$ cat config.mk
export PLATFORM = sky130hd
export DESIGN_NAME = lpm_ctrl
export DESIGN_NICKNAME = d
export VERILOG_FILES = /design/src/rtl/lpm_pkg.sv /design/src/rtl/lpm_ctrl.sv
export SDC_FILE = /design/constraint.sdc
export NUM_CORES = 1
export LEC_CHECK = 0
export BUFFER_PORTS_ARGS = -buffer_cell sky130_fd_sc_hd__buf_4
export CAP_MARGIN = 20
export CORE_AREA = 5 5 42 44
export DETAILED_ROUTE_END_ITERATION = 10
export DIE_AREA = 0 0 47 49
export GPL_TIMING_DRIVEN = 0
export PLACE_DENSITY = 0.3
export SKIP_LAST_GASP = 1
export SLEW_MARGIN = 20
export SYNTH_ARGS = -nofsm -noshare
export SYNTH_HDL_FRONTEND = slang
export SYNTH_SLANG_ARGS = --single-unit
$ cat constraint.sdc
create_clock -name clock -period 0.9 [get_ports clock]
set_input_delay 0.045 -clock clock [delete_from_list [all_inputs] [get_ports clock]]
set_output_delay 0.045 -clock clock [all_outputs]
set_load 0.05 [all_outputs]
$ cat src/rtl/lpm_pkg.sv
// Shared types and constants for the noisy mean block.
package lpm_pkg;
   localparam logic [31:0] LN2_Q32 = 32'd2977044472;
   localparam logic [31:0] EPS_RESET = 32'd65536;

   typedef enum logic [0:0] {
      REG_EPSILON = 1'b0,
      REG_RANGE   = 1'b1
   } reg_index_type;

   typedef struct packed {
      logic start;       // begin finish sequence for the latched set
      logic rsp_taken;   // result handed off
   } dp_cmd_type;

   typedef struct packed {
      logic busy;
      logic done;
   } dp_status_type;
endpackage

$ cat src/rtl/lpm_ctrl.sv
// Controller: input handshake and sequencing of the finish computation.
module lpm_ctrl
   import lpm_pkg::*;
(
   input  logic          clock,
   input  logic          reset,
   input  logic          req_valid,
   input  logic          req_last,
   output logic          req_ready,
   output logic          acc_en,
   input  logic          rsp_ready,
   output logic          rsp_valid,
   output dp_cmd_type    cmd,
   input  dp_status_type status
);
   typedef enum logic [1:0] {S_ACC, S_START, S_WAIT} state_type;
   state_type state_ff, state_in;

   always_comb begin
      state_in = state_ff;
      case (state_ff)
         S_ACC:   if (req_valid && req_last) state_in = S_START;
         S_START: state_in = S_WAIT;
         S_WAIT:  if (status.done && rsp_ready) state_in = S_ACC;
         default: state_in = S_ACC;
      endcase
   end

   always_ff @(posedge clock) begin
      if (reset) state_ff <= S_ACC;
      else state_ff <= state_in;
   end

   assign req_ready = (state_ff == S_ACC);
   assign acc_en = req_valid && req_ready;
   assign cmd.start = (state_ff == S_START);
   assign rsp_valid = (state_ff == S_WAIT) && status.done;
   assign cmd.rsp_taken = rsp_valid && rsp_ready;

`ifndef SYNTHESIS
   a_start_idle: assert property (@(posedge clock) disable iff (reset)
      cmd.start |-> !status.busy) else $error("start while busy");
   a_no_accept: assert property (@(posedge clock) disable iff (reset)
      status.busy |-> !req_ready) else $error("accept during finish");
   a_seq: assert property (@(posedge clock) disable iff (reset)
      acc_en && req_last |=> cmd.start) else $error("start missing after last");
`endif
endmodule

== Word-level counts from Yosys, hierarchy flattened ==
Index checks and enable logic that the tools add are counted.
Widths: inputs -> output; s select.

* Register bits after elaboration: 2
* Input port bits: 7
* Output and inout bits: 5
* Logic and storage cells: 15

* Equality and inequality tests: 4
* Mux-type cells: 3
* Reduce and logical (&&, ||, !) cells: 7

{| class="wikitable"
|+ Operators by type and width
! operator !! number
|-
| $pmux 2 s3 || 1
|-
| $logic_and 1x1->1 || 5
|-
| $mux 2 || 2
|-
| $eq 2x1->1 const B || 1
|-
| $eq 2x2->1 const B || 1
|-
| $logic_not 2->1 || 1
|-
| $ne 2x1->1 const B || 1
|-
| $ne 2x2->1 const B || 1
|-
| $reduce_and 2->1 || 1
|}

== Logic depth before layout (Yosys ltp) ==
* Depth in word-level cells: 3
* Gate-level depth with buffers: 3
* Mapped depth without buffers: 3

== Least setup slack after synthesis ==
Ideal clock, no wire load.

* Path kind: register -> register
* From: register state_ff[0]
* To: register state_ff[0]
* Setup time: 0.061 ns
* Data arrival time: 1.503 ns
* Required time: 0.839 ns
* Setup slack: -0.664 ns
* Cell stages (with the launch flop): 4
* Buffers on the path: 0
* Clock period less this slack: 1.564 ns
* Cells stage by stage: dfxtp_1 nor2_2 and2_1 and3b_1

* Longest elaborated chain between the ends: 3
* Elaborated cells on any way between the ends: 7
* Those cells by class: eq/ne (4); mux (1); reduce/logical (2)

{| class="wikitable"
|+ Ends and longest elaborated chain
! what !! line !! source
|-
| start, declared || lpm_ctrl.sv:17 || <nowiki>state_type state_ff, state_in;</nowiki>
|-
| start signal, assigned || lpm_ctrl.sv:31 || <nowiki>else state_ff <= state_in;</nowiki>
|-
| $logic_not 2->1 (*) || -- ||
|-
| net req_ready || lpm_ctrl.sv:9 || <nowiki>output logic req_ready,</nowiki>
|-
| $ne 2x1->1 (no line) || -- ||
|-
| $reduce_and 2->1 (no line) || -- ||
|}

Mark *: on every way through the listed nets, which the timed path passes. The rest lies on a longest branch.
A chain may end at the register's enable or synchronous reset.

==> summary.md <==
| Metric | Value |
|---|---|
| Site Rows | `14` |
| Worst setup path class | `reg -> out` |
| CP max stage delay | `between 300 and 400 ps` |
| Cell area after placement | `about 210 um^2` |
| Synth-to-Final Area Change | `194%` |
| CTS sink cnt | `2` |
| Synth area leaders | `dfxtp_1, and2_1, nor2b_1, and3b_1, and3_1` |
| Ant diodes | `0` |
| CTS max path bufs | `2` |
| Slew at the pin closest to its max-slew limit | `~130 ps` |
| CTS Root Cell | `clkbuf_4` |
| Reg2Reg Depth | `3` |
| CP Capture Type | `primary output` |
| Pwr/cell area | `between 1000 and 1500 nW/um^2` |
| Drt initial violations | `0` |
| Final Setup Violations | `4` |
| Fmax | `0.906 GHz` |
| Largest net degree at the start of global routing | `4` |
| Top Registers | `state_ff x2` |
| Fin. Hold Viols | `0` |
| Rel. slew slack | `0.910` |
| Initial Util | `0.0705` |
| CP startpoint | `state_ff[1]` |
| Commonest cells after routing, fill and taps aside | `buf_4, buf_8, clkbuf_4` |
| Global-route wire length before repair | `between 500 and 600 um` |
| Vias in the first global route | `~160` |
| Status | `finished, violations left` |
| Worst Hold Slack | `about 70 ps` |
| Crit-path slowest cell | `dfxtp_4` |
| Critical path endpoint | `cmd[0]` |
| Register name with the most flops | `state_ff` |
| Initial antenna violation count | `0` |
| TritonCTS Buffers | `3` |
| Worst vdd ir | `~0.44 mV` |
| YS warnings | `0` |
| Total Die Area | `between 2000 and 2500 um^2` |
| Fin. max-slew vios | `0` |
| Vias per cell | `between 3 and 4` |
| Commonest non-fill, non-tap cell in the layout | `buf_4` |
| PortBufs | `10` |
| Post-synth top area cell | `dfxtp_1` |
| Synth top area share | `0.405` |
| Sequential area share after synthesis | `0.405` |
| Worst path cell trace | `nor2b_4 -> and3_4 -> buf_8` |
| Period minus WS final | `between 1000 and 1500 ps` |
| Fraction of layout cells with a size suffix above 1 | `0.808` |
| Netlist Area Pre-Place | `~99 um^2` |
| Worst-skew pair later-pin latency | `220 ps` |
| Nets | `35` |
| Worst EP required | `around 850 ps` |
| Layout filler cell count | `roughly 160` |
| Post-Layout Inst Area | `slightly below 300 um^2` |
| H-tree levels | `1` |
| MaxCap Viol Count | `0` |
| Final Cycle Share | `1.23` |
| RSZ-0062 raised after global routing | `true` |
| Via count | `130` |
| Mapped Cells | `12` |
| GP Congestion | `approximately 0.67` |
| Worst reg2reg path startpoint | `state_ff[0]` |
| Skew final | `~2.6 ps` |
| Worst hold path type | `in -> reg` |
| Post-Syn Nets | `19` |
| Startpoint types | `flip-flop` |
| PnR worst setup slack | `-204 ps` |
| CTS clk-pin slew, worst paths | `approximately 30 ps` |
| Die span in y | `between 40 and 50 um` |
| DRC | `0` |
| R2R Path End | `state_ff[0]` |
| Syn_area_per_cell | `8.24 um^2` |
| Max reg flops | `2` |
| Pre-Repair DR Iteration Count | `1` |
| Critical path fanouts, max | `3` |
| Die Span X | `47 um` |
| Data arrival, critical path | `between 1000 and 1500 ps` |
| Setup Fix Bufs, Post-CTS | `0` |
| ANT nets after route | `0` |
| Routed wire length | `roughly 380 um` |
| Reg2reg setup slack | `50 ps` |
| Violated checks | `negative setup slack` |
| Gr usage total | `0.0359` |
| Core Area | `roughly 1400 um^2` |
| Wire per inst | `between 8 and 9 um` |
| Pre-CTS WS | `-178 ps` |
| I/O pin total | `12` |
| Pleak | `0.132 nW` |
| Yosys reg bits | `2` |
| Total gr overflow | `0` |
| Post-synthesis cell type count | `9` |
| Dpl hpwl | `276 um` |
| CTS tree | `yes` |
synth_stat cells (all sizes together):
cell type	count
dfxtp	2
and3	1
and2	2
nor2b	2
a21oi	1
and3b	1
nand2	1
nor2	2
how the worst min path moves through the flow:
stage	start	to	slack (ps)	cells past startpoint
finish	req_last	state_ff[0]	70	2
global route	req_last	state_ff[0]	70	2
CTS	req_last	state_ff[0]	60	2
global placement	reset	state_ff[1]	210	2
floorplan	reset	state_ff[1]	120	1
detailed placement	reset	state_ff[1]	220	2
power breakdown:
part	internal (mW)	total, mW	switching [mW]
clock	0.147	0.197	0.0503
combinational	0.0601	0.121	0.0612
sequential	0.0923	0.0983	0.00603
total	0.299	0.417	0.118
final cells by class:
type | instances | area [um^2] | area share
well taps | 16 | 20.0 | 0.0690
repair buffers | 11 | 119 | 0.409
clock buffers | 3 | 22.5 | 0.0776
flip-flops and latches | 2 | 45.0 | 0.155
multi-input cells | 10 | 83.8 | 0.289
stage by stage:
| step | util | setup TNS [ps] | cells | total power [mW] |
|---|---|---|---|---|
| floorplan | - | -485 | 12 | 0.161 |
| global placement | 0.152 | -232 | 38 | 0.197 |
| detailed placement | 0.152 | -318 | 38 | 0.199 |
| CTS | 0.207 | -688 | 42 | 0.435 |
| global route | 0.207 | -792 | 42 | 0.442 |
| finish | 0.207 | -612 | 42 | 0.417 |
critical path: cells and delay by family, from the launching register on:
family / cells / cell delay (ps)
simple gates: 2 / 340
flops: 1 / 360
buf+inv: 1 / 140
cell families after synthesis:
group           synth area share
compound gates            0.0506
simple gates               0.544
flops                      0.405
layer usage:
layer | wire (um) | vias up | track usage
met5 | 0 | - | 0
met4 | 0 | 0 | 0.0553
met3 | 79 | 0 | 0.0258
met2 | 161 | 11 | 0.0452
met1 | 136 | 52 | 0.0263
li1 | - | 67 | -
what timing repair did:
| item | in CTS | in global routing |
|---|---|---|
| gates cloned | 0 | 0 |
| endpoints found under the hold margin | 1 | 0 |
| setup endpoints to repair | 6 | 5 |
| pin swaps | 1 | 0 |
| gates resized for setup | 13 | 0 |
| hold buffers | 1 | 0 |
Note: power is estimated with default switching activity, not from simulation.
